==> config.mk <==
export PLATFORM = sky130hd
export DESIGN_NAME = event_flag_with_waiter_queue
export DESIGN_NICKNAME = d
export VERILOG_FILES = /design/src/hdl/efwq_pkg.sv /design/src/hdl/event_flag_with_waiter_queue.sv /design/src/hdl/efwq_cell.sv
export SDC_FILE = /design/constraint.sdc
export NUM_CORES = 1
export LEC_CHECK = 0
export BUFFER_PORTS_ARGS = -buffer_cell sky130_fd_sc_hd__buf_2
export CAP_MARGIN = 20
export CORE_UTILIZATION = 35
export DETAILED_ROUTE_END_ITERATION = 7
export GPL_ROUTABILITY_DRIVEN = 1
export PLACE_DENSITY = 0.47
export SETUP_SLACK_MARGIN = 0.1
export SYNTH_ARGS = -nofsm -noshare
export SYNTH_HDL_FRONTEND = slang
export SYNTH_SLANG_ARGS = --single-unit
export TNS_END_PERCENT = 100
==> constraint.sdc <==
create_clock -name clk -period 7.7 [get_ports clk]
set_input_delay 0.77 -clock clk [delete_from_list [all_inputs] [get_ports clk]]
set_output_delay 0.77 -clock clk [all_outputs]
set_load 0.02 [all_outputs]
==> src/hdl/efwq_pkg.sv <==
`default_nettype none
// ----------------------------------------------------------------------------
// efwq_pkg
// Types, codes and helpers shared by the event flag block and its cells.
// ----------------------------------------------------------------------------
package efwq_pkg;

	localparam int FLAG_BITS   = 32;
	localparam int MAX_WAITERS = 16;

	typedef enum logic [2:0] {
		OP_SET    = 3'd0,
		OP_CLEAR  = 3'd1,
		OP_POLL   = 3'd2,
		OP_WAIT   = 3'd3,
		OP_CANCEL = 3'd4
	} op_t;

	typedef enum logic [2:0] {
		ST_OK       = 3'd0,
		ST_MULTIPLE = 3'd1,
		ST_UNMET    = 3'd2,
		ST_RELEASED = 3'd3,
		ST_QUEUED   = 3'd4,
		ST_FULL     = 3'd5
	} status_t;

	typedef struct packed {
		logic [2:0]           op;
		logic [FLAG_BITS-1:0] pattern;
		logic                 mode_or;
		logic                 clear_all;
		logic                 clear_matched;
		logic [7:0]           waiter_id;
	} req_t;

	typedef struct packed {
		logic [2:0]           status;
		logic [7:0]           released_id;
		logic [FLAG_BITS-1:0] pattern_snapshot;
		logic [4:0]           waiter_count;
		logic                 last;
	} rsp_t;

	typedef struct packed {
		logic [FLAG_BITS-1:0] want;
		logic                 mode_or;
		logic                 clear_all;
		logic                 clear_matched;
		logic [7:0]           ident;
	} waiter_t;

	typedef struct packed {
		logic shift;
		logic load;
	} cell_ctl_t;

	function automatic logic cond_holds(input logic [FLAG_BITS-1:0] flag,
			input logic [FLAG_BITS-1:0] want, input logic mode_or);
		logic [FLAG_BITS-1:0] hit;
		hit = flag & want;
		return mode_or ? (hit != '0) : (hit == want);
	endfunction

	function automatic logic [FLAG_BITS-1:0] apply_clear(input logic [FLAG_BITS-1:0] flag,
			input logic [FLAG_BITS-1:0] want, input logic clr_all, input logic clr_match);
		logic [FLAG_BITS-1:0] r;
		if (clr_all) begin
			r = '0;
		end else if (clr_match) begin
			r = flag & ~want;
		end else begin
			r = flag;
		end
		return r;
	endfunction

endpackage
`default_nettype wire

==> src/hdl/event_flag_with_waiter_queue.sv <==
`default_nettype none
// ----------------------------------------------------------------------------
// event_flag_with_waiter_queue
// Event flag group with an ordered row of waiter cells.
// ----------------------------------------------------------------------------
// Set, clear, poll, wait and cancel each take one request. All but a set
// that walks the row answer in the cycle after acceptance. A set with a
// nonzero pattern that finds waiters queued walks the row of waiter cells
// one entry per cycle, head first: the whole row shifts toward the head, a
// released waiter leaves with one result, a kept waiter goes back in behind
// the others, and one result per released waiter comes before the final
// result. Output stalls hold the walk. No request is taken during a walk.
module event_flag_with_waiter_queue #(
	parameter int MAX_WAITERS = efwq_pkg::MAX_WAITERS
) (
	input  wire logic           clk,
	input  wire logic           arst_n,
	input  wire logic           in_valid,
	output logic                in_stall,
	input  wire efwq_pkg::req_t in_data,
	output logic                out_valid,
	input  wire logic           out_stall,
	output efwq_pkg::rsp_t      out_data,
	input  wire logic           cfg_we,
	input  wire logic           cfg_wdata
);
	localparam int CW = $clog2(MAX_WAITERS + 1);
	localparam int FB = efwq_pkg::FLAG_BITS;

	typedef enum logic [2:0] {
		S_IDLE = 3'b001,
		S_WALK = 3'b010,
		S_FIN  = 3'b100
	} state_t;

	state_t               state_q;
	logic                 allow_q;
	logic [FB-1:0]        flag_q;
	logic [CW-1:0]        count_q;
	logic [CW-1:0]        rem_q;
	logic                 out_valid_q;
	efwq_pkg::rsp_t       out_q;

	efwq_pkg::waiter_t    cell_d [MAX_WAITERS];
	efwq_pkg::cell_ctl_t  cell_ctl [MAX_WAITERS];
	efwq_pkg::waiter_t    load_d;
	efwq_pkg::waiter_t    head;
	efwq_pkg::waiter_t    new_w;

	logic                 out_free, accept, blocked, cond_in, match, step;
	logic                 push, keep;
	logic                 emit;
	efwq_pkg::rsp_t       emit_d;
	logic [FB-1:0]        set_flag;

	assign out_free = !out_valid_q || !out_stall;
	assign in_stall = !(state_q == S_IDLE && out_free);
	assign accept   = in_valid && !in_stall;
	assign blocked  = !allow_q && (count_q != '0);
	assign cond_in  = efwq_pkg::cond_holds(flag_q, in_data.pattern, in_data.mode_or);
	assign set_flag = flag_q | in_data.pattern;
	assign head     = cell_d[0];
	assign match    = (flag_q != '0) && efwq_pkg::cond_holds(flag_q, head.want, head.mode_or);
	assign step     = (state_q == S_WALK) && out_free;
	assign keep     = step && !match;
	assign push     = accept && (in_data.op == efwq_pkg::OP_WAIT) && !blocked && !cond_in
		&& (count_q < CW'(MAX_WAITERS));

	always_comb begin
		new_w.want          = in_data.pattern;
		new_w.mode_or       = in_data.mode_or;
		new_w.clear_all     = in_data.clear_all;
		new_w.clear_matched = in_data.clear_matched;
		new_w.ident         = in_data.waiter_id;
		load_d = (state_q == S_WALK) ? head : new_w;
	end

	genvar gi;
	generate
		for (gi = 0; gi < MAX_WAITERS; gi++) begin : g_cell
			always_comb begin
				cell_ctl[gi].shift = step;
				cell_ctl[gi].load  = (keep && (count_q - CW'(1) == CW'(gi)))
					|| (push && (count_q == CW'(gi)));
			end
			efwq_cell u_cell (
				.clk    (clk),
				.ctl    (cell_ctl[gi]),
				.load_d (load_d),
				.next_d ((gi == MAX_WAITERS - 1) ? load_d : cell_d[(gi + 1) % MAX_WAITERS]),
				.d      (cell_d[gi])
			);
		end
	endgenerate

	// result of the current cycle
	always_comb begin
		emit = 1'b0;
		emit_d.status           = efwq_pkg::ST_OK;
		emit_d.released_id      = '0;
		emit_d.pattern_snapshot = flag_q;
		emit_d.waiter_count     = 5'(count_q);
		emit_d.last             = 1'b1;
		if (accept) begin
			emit = 1'b1;
			unique case (in_data.op)
				efwq_pkg::OP_SET: begin
					emit = !((in_data.pattern != '0) && (count_q != '0));
					emit_d.pattern_snapshot = set_flag;
				end
				efwq_pkg::OP_CLEAR: begin
					emit_d.pattern_snapshot = flag_q & in_data.pattern;
				end
				efwq_pkg::OP_POLL, efwq_pkg::OP_WAIT: begin
					if (blocked) begin
						emit_d.status = efwq_pkg::ST_MULTIPLE;
					end else if (cond_in) begin
						emit_d.status = efwq_pkg::ST_OK;
					end else if (in_data.op == efwq_pkg::OP_POLL) begin
						emit_d.status = efwq_pkg::ST_UNMET;
					end else if (push) begin
						emit_d.status       = efwq_pkg::ST_QUEUED;
						emit_d.released_id  = in_data.waiter_id;
						emit_d.waiter_count = 5'(count_q + CW'(1));
					end else begin
						emit_d.status = efwq_pkg::ST_FULL;
					end
				end
				efwq_pkg::OP_CANCEL: begin
					emit_d.pattern_snapshot = in_data.pattern;
				end
				default: begin
				end
			endcase
		end else if (step && match) begin
			emit = 1'b1;
			emit_d.status       = efwq_pkg::ST_RELEASED;
			emit_d.released_id  = head.ident;
			emit_d.waiter_count = 5'(count_q - CW'(1));
			emit_d.last         = 1'b0;
		end else if (state_q == S_FIN && out_free) begin
			emit = 1'b1;
		end
	end

	always_ff @(posedge clk or negedge arst_n) begin
		if (!arst_n) begin
			state_q     <= S_IDLE;
			allow_q     <= 1'b0;
			flag_q      <= '0;
			count_q     <= '0;
			rem_q       <= '0;
			out_valid_q <= 1'b0;
		end else begin
			if (cfg_we) begin
				allow_q <= cfg_wdata;
			end
			if (emit) begin
				out_valid_q <= 1'b1;
			end else if (!out_stall) begin
				out_valid_q <= 1'b0;
			end
			unique case (state_q)
				S_IDLE: begin
					if (accept) begin
						unique case (in_data.op)
							efwq_pkg::OP_SET: begin
								flag_q <= set_flag;
								if ((in_data.pattern != '0) && (count_q != '0)) begin
									rem_q   <= count_q;
									state_q <= S_WALK;
								end
							end
							efwq_pkg::OP_CLEAR: flag_q <= flag_q & in_data.pattern;
							efwq_pkg::OP_POLL, efwq_pkg::OP_WAIT: begin
								if (!blocked && cond_in) begin
									flag_q <= efwq_pkg::apply_clear(flag_q, in_data.pattern,
										in_data.clear_all, in_data.clear_matched);
								end else if (push) begin
									count_q <= count_q + CW'(1);
								end
							end
							efwq_pkg::OP_CANCEL: begin
								flag_q  <= in_data.pattern;
								count_q <= '0;
							end
							default: begin
							end
						endcase
					end
				end
				S_WALK: begin
					if (step) begin
						if (match) begin
							flag_q  <= efwq_pkg::apply_clear(flag_q, head.want,
								head.clear_all, head.clear_matched);
							count_q <= count_q - CW'(1);
						end
						rem_q <= rem_q - CW'(1);
						if (rem_q == CW'(1)) begin
							state_q <= S_FIN;
						end
					end
				end
				S_FIN: begin
					if (out_free) begin
						state_q <= S_IDLE;
					end
				end
				default: state_q <= S_IDLE;
			endcase
		end
	end

	always_ff @(posedge clk) begin
		if (emit) begin
			out_q <= emit_d;
		end
	end

	assign out_valid = out_valid_q;
	assign out_data  = out_q;

`ifndef SYNTHESIS
	a_count_range: assert property (@(posedge clk) disable iff (!arst_n)
		count_q <= CW'(MAX_WAITERS))
		else $error("waiter count beyond depth");
	a_release_not_last: assert property (@(posedge clk) disable iff (!arst_n)
		(out_valid_q && out_q.status == efwq_pkg::ST_RELEASED) |-> !out_q.last)
		else $error("release result marked last");
	a_walk_no_accept: assert property (@(posedge clk) disable iff (!arst_n)
		(state_q != S_IDLE) |-> in_stall)
		else $error("request taken during walk");
	a_walk_ends: assert property (@(posedge clk) disable iff (!arst_n)
		(step && rem_q == CW'(1)) |=> (state_q == S_FIN))
		else $error("walk did not finish");
`endif

endmodule
`default_nettype wire

==> src/hdl/efwq_cell.sv <==
`default_nettype none
// ----------------------------------------------------------------------------
// efwq_cell
// One waiter slot: takes its neighbour's entry on shift, or the load entry (new or kept) on load; load wins.
// ----------------------------------------------------------------------------
module efwq_cell (
	input  wire logic               clk,
	input  wire efwq_pkg::cell_ctl_t ctl,
	input  wire efwq_pkg::waiter_t  load_d,
	input  wire efwq_pkg::waiter_t  next_d,
	output efwq_pkg::waiter_t       d
);
	efwq_pkg::waiter_t entry_q;

	always_ff @(posedge clk) begin
		if (ctl.load) begin
			entry_q <= load_d;
		end else if (ctl.shift) begin
			entry_q <= next_d;
		end
	end

	assign d = entry_q;
endmodule
`default_nettype wire

==> impl_results.md, run 1 <==
* Status: completed
* Worst Slack Setup Final at 2.35 ns
* Most area-consuming cells after synthesis: edfxtp_1 (60%), mux2_2 (19%), dfrtp_1 (3.1%), nand2_1 (2.2%), o21ai_0 (1.6%)
* Mean Syn Cell Area at 14.7 µm²
* Non-filler cells, final at 3992
* Boundary Pins at 103
* Final Max Slew Viols at 0
* Number of global-route vias before repair at 21.6k
* Postcts setup bufs at 0
* Post-synthesis cell area at 36700 µm²
* Worst Path Arrival at 5.63 ns
* Die area at 106000 µm²
* Register Area at 23300 µm²
* Least-Margin Pin Slew at 1.12 ns
* Crit. End Element: register
* Max Fclk at 187 MHz
* Syn nets at 2566
* Clk buf depth at 3
* Final global-route overflow total at 0
* Total GRT Usage at 18.6%
* WL final at 98.8 mm
* Clk sinks at 784
* Row cnt at 118
* Global-route wire length before repair at 150 mm
* Antenna violations before repair at 2
* RSZ-0062 raised after global routing: no
* Pwr Density at 243 nW/µm²
* Setup Crit Path Kind: reg2reg
* Worst hold path type: in2async
* Yosys warning count at 0
* Sequential area share after synthesis at 63.5%
* Most common flop cell mapped by yosys: edfxtp_1
* Final setup TNS at 0 ns
* Clock latency on the worst-skew pair at 0.67 ns
* Clock Tree Root: clkbuf_16
* RePlAce Congestion at 0.921
* CP max FO at 47
* Die Span Y at 326 µm
* Final setup vio count at 0
* # port buffers at 102
* Pleak at 14.0 nW
* HPWL after DPL at 64.6 mm
* Post-CTS Resized at 0
* EDFF count, synth at 737
* Iteration-0 DRC Markers at 1753
* Multi-input gate area at 12500 µm²
* Nets@finish at 2597
* Most common cell in the synthesized netlist: edfxtp_1
* Async set-or-reset flop fraction in the synthesized netlist at 5.99%
* Max_cap viols at 0
* Clk slew on worst S/H paths at 0.06 ns
* Final hold vios at 0
* FILL cells at 9549
* Placement Setup Slack at 2.44 ns
* Post-route ant nets at 0
* Period utilization at 69.5%
* Relative slew margins at 24.7%
* Cell count after placement at 3820
* CTS tree: yes
* Critical Path RT at 7.98 ns
* Starting density of the core at 35.4%
* Wire per inst at 24.8 µm
* Layout area overhead at 13.3%
* Commonest cells in the netlist: edfxtp_1 (737), mux2_2 (633), nand2_1 (213)
* DR vias/cell at 5.36
* Die Width at 326 µm
* Post-synthesis cell type count at 71
* Yosys top cell area share at 60.3%
* Largest net degree at the start of global routing at 73
* Layout Skew at 0.0333 ns
* Min Hold Slack at 0.255 ns
* Number of buffers created by CTS at 92
* Pre-antenna DRT Iters at 7
* Final Cell Area at 41600 µm²
* DP Area at 38700 µm²
* H-tree depth at 3
* Worst setup SP type: register
* Synth Register Bits at 784
* IR drop worst, VDD at 0.180 mV
* Core area at 104000 µm²
* Tmin final at 5.35 ns
* Hold-fix buffers, CTS at 0
* Mapped Cells at 2505
* Synth area leader: edfxtp_1
* Share of layout cells above drive strength 1 at 37.0%
* DR DRC count at 0
* Vias at 21.4k
==> routing by layer <==
layer	wire, µm	track usage, %	up-vias	part of all wire, %
li1	-	-	9846	-
met1	46600	26.5	10800	47
met2	44400	28.6	577	45
met3	4510	3.11	171	4.6
met4	3370	6.41	0	3.4
met5	0	0	-	0
==> stage by stage <==
step           total power [mW]  util [%]
2_1_floorplan              5.52         -
3_3_place_gp               6.00      37.3
3_5_place_dp               5.99      37.3
4_1_cts                    10.2      40.1
5_1_grt                    10.5      40.1
6_report                   10.1      40.1
==> path summary, 6_finish.rpt <==
kind	endpoint	cells past startpoint	slack, ns	start
worst max-delay path	out_data[14]	11	2.35	flag_q[22]
worst min-delay path	flag_q[11]	2	0.26	arst_n
worst max register to register	out_data[14]	11	2.35	flag_q[22]
worst min register to register	state_q[2]	1	0.53	state_q[0]
max in group asynchronous	count_q[0]	2	6.87	arst_n
min in group clk	allow_q	2	0.35	cfg_wdata
==> state kept, by name, summed over array words and instances, names as in the netlist <==
name and flops:
allow_q 1, rem_q 5, state_q 3, count_q 5, g_cell.u_cell.d 688, out_data 49, flag_q 32, out_valid 1
==> critical path: stages, from the launching register on <==
cell     delay, ns
dfrtp_1       0.57
inv_1         0.25
a22o_1        0.28
nor4_1        0.61
a41o_1        0.61
nand2_1       0.44
nor2_1        0.66
inv_1         0.11
buf_4         0.34
nand3_1       0.19
and2_2        0.39
buf_4         0.48
==> cell usage in the layout, fill, tap and decap left out, types with 34 or more instances in the layout <==
| master | netlist | layout |
|---|---|---|
| buf_4 | 1 | 53 |
| o22ai_1 | 35 | 35 |
| a2bb2oi_1 | 35 | 35 |
| buf_2 | 53 | 103 |
| a22oi_1 | 35 | 35 |
| o21ai_0 | 120 | 106 |
| a21oi_1 | 54 | 52 |
| dfrtp_1 | 46 | 46 |
| o221ai_1 | 34 | 34 |
| inv_1 | 56 | 56 |
| nand2_1 | 213 | 210 |
| mux2_2 | 633 | 633 |
| clkbuf_16 | 0 | 93 |
| edfxtp_1 | 737 | 737 |
==> logic make-up (layout without fill, tap and decap cells) <==
kind of cell             after synthesis  in the layout  synth area share, %
AO/OA/AOI/OAI                        452            452                 8.66
flip-flops                           784            784                 63.5
multiplexers                         647            647                 19.8
buffers and inverters                277            383                 3.37
adder cells (fa/ha/maj)                9              9                0.307
other                                  0              1                    0
AND/OR/NAND/NOR                      329            329                 4.19
XOR/XNOR                               7              7                0.167
==> report_power, final <==
part / switching (mW) / internal (mW) / leakage, nW
sequential: 0.207 / 4.75 / 7.24
clock: 1.78 / 2.42 / 1.41
combinational: 0.660 / 0.303 / 5.35
==> layout make-up <==
cell class / count / area share, %
Tap cell: 1380 / 4.15
Sequential cell: 784 / 56.0
Multi-Input combinational cell: 1444 / 30.1
Timing Repair Buffer: 157 / 2.24
Clock inverter: 50 / 1.10
Inverter: 57 / 0.514
Antenna cell: 1 / 0.00602
Clock buffer: 119 / 5.88
Power figures use the tool's default switching activity.
==> run 2, diff against run 1 <==
--- a/config.mk
+++ b/config.mk
@@ -5,6 +5,7 @@
 export SDC_FILE = /design/constraint.sdc
 export NUM_CORES = 1
 export LEC_CHECK = 0
+export ABC_AREA = 1
 export BUFFER_PORTS_ARGS = -buffer_cell sky130_fd_sc_hd__buf_2
 export CAP_MARGIN = 20
 export CORE_UTILIZATION = 35
==> constraint.sdc (replaced) <==
create_clock -name clk -period 5.2 [get_ports clk]
set_input_delay 0.52 -clock clk [delete_from_list [all_inputs] [get_ports clk]]
set_output_delay 0.52 -clock clk [all_outputs]
set_load 0.02 [all_outputs]
==> run 2 against run 1 <==
  * Register-to-register slack lost 1.4 ns
  * Sequential power rose by 64%
  * Synthesized area is 5.0% higher
  * Combinational power increased to 3.5 times the previous value
  * Maximum frequency grew 25%
  * Critical path type unchanged
  * Largest power group unchanged
==> impl_results.md, run 2 <==
* Total GRT Usage at 17.5%
* Critical Path Sink: g_cell[1].u_cell.d[17]
* Worst Path Arrival at 4.79 ns
* Number of global-route vias before repair at 26.4k
* Pwr Density at 414 nW/µm²
* Worst r2r dst: g_cell[1].u_cell.d[17]
* Total power at 17.8 mW
* Clock latency on the worst-skew pair at 0.66 ns
* Vias at 27.9k
* H-tree depth at 3
* Starting density of the core at 35.4%
* Boundary Pins at 103
* Worst hold path type: in2reg
* Most area-consuming cells after synthesis: edfxtp_1 (57%), nand2_1 (17%), nand3_1 (9.4%), dfrtp_1 (3.0%), o21ai_0 (1.4%)
* Pre-antenna DRT Iters at 5
* Synth area leader: edfxtp_1
* Max Fclk at 234 MHz
* Max Used Layer: met4
* Final setup vio count at 0
* FILL cells at 10.7k
* Yosys warning count at 0
* Tmin final at 4.26 ns
* # port buffers at 102
* DR vias/cell at 4.94
* Met2 WL at 44.6 mm
* Die Span Y at 334 µm
* Final Cell Area at 43100 µm²
* Clk slew on worst S/H paths at 0.06 ns
* IR drop worst, VDD at 0.251 mV
* Iteration-0 DRC Markers at 2113
* Setup Crit Path Kind: reg2reg
* WL final at 97.1 mm
* Commonest cells in the netlist: nand2_1 (1741), edfxtp_1 (737), nand3_1 (725)
* Least-Margin Pin Slew at 1.04 ns
* Post-synthesis cell type count at 48
* R2R Path Start: count_q[0]
* DP Area at 40100 µm²
* Synth Register Bits at 784
* Max_cap viols at 0
* Critical Path RT at 5.72 ns
* Hold-fix buffers, CTS at 1
* RSZ-0062 raised after global routing: no
* CP max FO at 43
* Final setup TNS at 0 ns
* Crit path launch: count_q[0]
* Global-route wire length before repair at 156 mm
* Row cnt at 121
* Post-Route M1 WL at 45.0 mm
* Mapped Cells at 4178
* Layout Skew at 0.0162 ns
* Pleak at 17.8 nW
* Post-CTS Resized at 0
* Final global-route overflow total at 0
* Relative slew margins at 30.6%
* Commonest cells after routing, fill and taps aside: nand2_1 (1739), edfxtp_1 (737), nand3_1 (710), nor2_1 (131), o21ai_0 (108)
* Reg2Reg Depth at 12
* Diodes inserted at 0
* Nets@finish at 4232
* HPWL after DPL at 69.1 mm
* EDFF count, synth at 737
* Core area at 109000 µm²
* Largest net degree at the start of global routing at 66
* Syn nets at 4239
* Max reg flops at 688
* Final Max Slew Viols at 0
* Worst setup SP type: register
* Die area at 111000 µm²
* Number of buffers created by CTS at 91
* Commonest non-fill, non-tap cell in the layout: nand2_1
* Clk buf depth at 3
* Period utilization at 82.0%
* CTS tree: yes
* Share of layout cells above drive strength 1 at 9.75%
* Sequential area share after synthesis at 60.5%
* Layout area overhead at 11.8%
* Most common flop cell mapped by yosys: edfxtp_1
* DR WL met3 at 4.50 mm
* RePlAce Congestion at 0.891
* Crit. End Element: register
* Mean Syn Cell Area at 9.23 µm²
* Post-route ant nets at 0
* DR DRC count at 0
* Status: completed
* Postcts setup bufs at 0
* Post-synthesis cell area at 38500 µm²
* Clock Tree Root: clkbuf_16
* Most common cell in the synthesized netlist: nand2_1
* Clk sinks at 784
* Yosys top cell area share at 57.4%
* Reg2reg setup slack at 0.94 ns
* Wire per inst at 17.2 µm
* Final hold vios at 0
* Die Width at 334 µm
* Antenna violations before repair at 0
* Async set-or-reset flop fraction in the synthesized netlist at 5.99%
-- run 2: power by group --
group          switching [mW]  internal [mW]
logic                    2.43          0.921
clock network            2.63           3.71
registers               0.414           7.73
-- run 2: worst min path at each step --
stage / start / slack [ns] / cells past startpoint / to
after floorplan: arst_n / 0.22 / 0 / allow_q
after global placement: state_q[1] / 0.46 / 2 / state_q[1]
after detailed placement: state_q[1] / 0.47 / 2 / state_q[1]
after CTS: cfg_wdata / 0.05 / 2 / allow_q
after global routing: cfg_wdata / 0.08 / 2 / allow_q
final: cfg_wdata / 0.11 / 2 / allow_q
-- run 2: logic make-up after synthesis --
group	count (synthesis)	synth area share [%]
AO/OA/AOI/OAI	216	3.40
XOR/XNOR	4	0.0909
adder cells (fa/ha/maj)	9	0.292
buffers and inverters	408	5.09
flip-flops	784	60.5
multiplexers	1	0.0292
AND/OR/NAND/NOR	2756	30.6
-- run 2: through the flow --
step                worst slack, ns  hold WS [ns]  utilization [%]  cells
finish                        0.935         0.106             39.5   5659
global placement               1.05         0.462             36.8   5489
global route                  0.426        0.0798             39.5   5659
CTS                           0.933        0.0536             39.5   5658
floorplan                      1.48         0.224                -   4178
detailed placement            0.940         0.473             36.8   5490
-- run 2: layer usage --
layer / up-vias / track usage (%)
met4: 0 / 6.12
met5: - / 0
li1: 14200 / -
met3: 148 / 2.38
met1: 12900 / 23.9
met2: 685 / 28.6
-- run 2: area by class of cell --
cell class	instances	area, µm²	area share (%)
Clock buffer	115	2430	5.64
Clock inverter	52	529	1.23
Inverter	116	438	1.02
Multi-Input combinational cell	2986	13400	31.0
Sequential cell	784	23300	54.1
Tap cell	1414	1770	4.11
Timing Repair Buffer	192	1250	2.90
-- run 2: worst max-delay path, cell delays in order, from the launching register on --
cell	delay, ns
dfrtp_1	0.50
inv_1	0.22
ha_1	0.24
inv_1	0.15
nor3_4	0.35
nor2_2	0.11
nor3_2	0.13
nand3_1	0.17
nor2_4	0.72
nand4_2	0.56
nand2_2	0.76
nand2_1	0.11
nand2_1	0.09
==> run 3, diff against run 2 <==
--- a/config.mk
+++ b/config.mk
@@ -5,7 +5,7 @@
 export SDC_FILE = /design/constraint.sdc
 export NUM_CORES = 1
 export LEC_CHECK = 0
-export ABC_AREA = 1
+export ABC_AREA = 0
 export BUFFER_PORTS_ARGS = -buffer_cell sky130_fd_sc_hd__buf_2
 export CAP_MARGIN = 20
 export CORE_UTILIZATION = 35
==> constraint.sdc (replaced) <==
create_clock -name clk -period 4.2 [get_ports clk]
set_input_delay 0.42 -clock clk [delete_from_list [all_inputs] [get_ports clk]]
set_output_delay 0.42 -clock clk [all_outputs]
set_load 0.02 [all_outputs]
==> run 3 against run 2 <==
  * Worst hold slack worse by 0.019 ns
  * Sequential share of layout area up 0.37 points
  * Critical path depth did not move
  * Largest cell class unchanged
  * Largest power group unchanged
  * Highest routed layer unchanged
  * Wire length decreased by 1.4%
  * Sequential power rose by 8.8%
==> impl_results.md, run 3 (synthesis gave the netlist of run 1 again) <==
* CTS tree: yes
* Clock latency on the worst-skew pair at 0.66 ns
* Layout Skew at 0.0319 ns
* WL final at 95.8 mm
* Clk sinks at 784
* Crit path launch: flag_q[15]
* Die area at 106000 µm²
* Clock Tree Root: clkbuf_16
* Pwr Density at 435 nW/µm²
* Commonest cells after routing, fill and taps aside: edfxtp_1 (737), mux2_2 (633), nand2_1 (211), buf_4 (131), o21ai_0 (106)
* Critical Path Sink: flag_q[26]
* Final Cell Area at 42800 µm²
* Total GRT Usage at 18.0%
* Status: completed
* Pleak at 14.7 nW
* Final setup vio count at 0
* Util after Layout at 41.2%
* R2R Path Start: flag_q[15]
* Reg2Reg Depth at 12
* Global-route wire length before repair at 146 mm
* Crit. End Element: register
* DR DRC count at 0
* Max_cap viols at 0
* Flop pwr share at 47.6%
* Boundary Pins at 103
* Antenna violations before repair at 4
* Die Width at 326 µm
* Core area at 104000 µm²
* IR drop worst, VDD at 0.253 mV
* Net Sw Frac at 25.9%
* Post-route ant nets at 0
* Iteration-0 DRC Markers at 1807
* Clock power share at 40.2%
* DP Area at 40000 µm²
* Final Max Slew Viols at 0
* P_sw at 4.82 mW
* Number of global-route vias before repair at 21.9k
* Max reg flops at 688
* H-tree depth at 3
* Nets@finish at 2712
* Least-Margin Pin Slew at 1.09 ns
* Final global-route overflow total at 0
* Post-CTS Resized at 0
* CP max FO at 39
* Pre-antenna DRT Iters at 8
* Max Fclk at 252 MHz
* Comb pwr share at 12.1%
* Period utilization at 94.4%
* Share of layout cells above drive strength 1 at 39.3%
* Starting density of the core at 35.4%
* HPWL after DPL at 66.3 mm
* Layout area overhead at 16.6%
* RSZ-0062 raised after global routing: no
* # port buffers at 102
* Relative slew margins at 26.8%
* Number of buffers created by CTS at 90
* Worst Path Arrival at 4.46 ns
* Commonest non-fill, non-tap cell in the layout: edfxtp_1
* FILL cells at 9415
* Worst setup SP type: register
* Wire per inst at 23.4 µm
* DR vias/cell at 5.23
* Reg2reg setup slack at 0.24 ns
* Min-delay src: in_data[6]
* Setup Crit Path Kind: reg2reg
* Vias at 21.5k
* Tmin final at 3.96 ns
* Row cnt at 118
* Largest net degree at the start of global routing at 71
* Clk slew on worst S/H paths at 0.06 ns
* RePlAce Congestion at 0.944
* Final setup TNS at 0 ns
* Worst hold path type: in2reg
* Final hold vios at 0
* Worst r2r dst: flag_q[26]
* Worst hold stages at 2
* Critical Path RT at 4.69 ns
* Die Span Y at 326 µm
* Cell internal pwr at 13.8 mW
* Clk buf depth at 3
run 3: worst min path at each step:
stage	end
after floorplan	allow_q
after global placement	state_q[2]
after detailed placement	g_cell[4].u_cell.d[7]
after CTS	out_data[41]
after global routing	out_data[41]
final	out_data[44]
run 3: metal layers:
layer  up-vias  global-route usage, %  routed length, µm  part of all wire, %
li1      10100                      -                  -                    -
met1     10600                   24.5              43100                   45
met2       604                   28.2              43900                   46
met3       205                   2.75               4550                  4.7
met4         0                   8.69               4250                  4.4
met5         -                      0                  0                    0
run 3: worst max-delay path: stages (launching register included):
cell and delay [ns]:
dfrtp_1 0.43, buf_4 0.19, nor4_1 0.85, nand4_1 0.36
nor2_1 0.22, a41oi_1 0.14, nand2_1 0.16, buf_4 0.21
nor2_1 0.09, inv_1 0.30, buf_12 0.29, a211oi_1 0.12
o22ai_1 0.40
run 3: final cells by class:
cell class / instances / area, µm² / area share [%]
Clock inverter: 40 / 329 / 0.769
Timing Repair Buffer: 274 / 2290 / 5.35
Antenna cell: 1 / 2.50 / 0.00585
Sequential cell: 784 / 23300 / 54.5
Multi-Input combinational cell: 1444 / 12500 / 29.2
Clock buffer: 121 / 2440 / 5.71
Inverter: 57 / 214 / 0.500
Tap cell: 1380 / 1730 / 4.03
run 3: power groups by stage:
stage          clock network [mW]  logic, mW  registers [mW]
2_1_floorplan                   0       1.02            9.11
3_3_place_gp                    0       2.24            9.02
3_5_place_dp                    0       2.23            9.02
4_1_cts                      7.73       2.24            8.86
5_1_grt                      8.00       2.40            8.87
6_report                     7.49       2.26            8.86
run 3: stage by stage:
step	instances	setup WS, ns	hold slack (ns)	total power [mW]
after detailed placement	3935	-0.148	0.517	11.3
after CTS	4100	0.258	0.0300	18.8
final	4101	0.237	0.0869	18.6
after global routing	4101	0.254	0.0442	19.3
after global placement	3933	-0.138	0.499	11.3
after floorplan	2505	-0.549	0.124	10.1
run 3: what timing repair did:
action,in CTS,in global routing
hold endpoints to repair,47,0
hold buffers,3,0
setup buffers,1,0
endpoints found under the setup margin,150,0
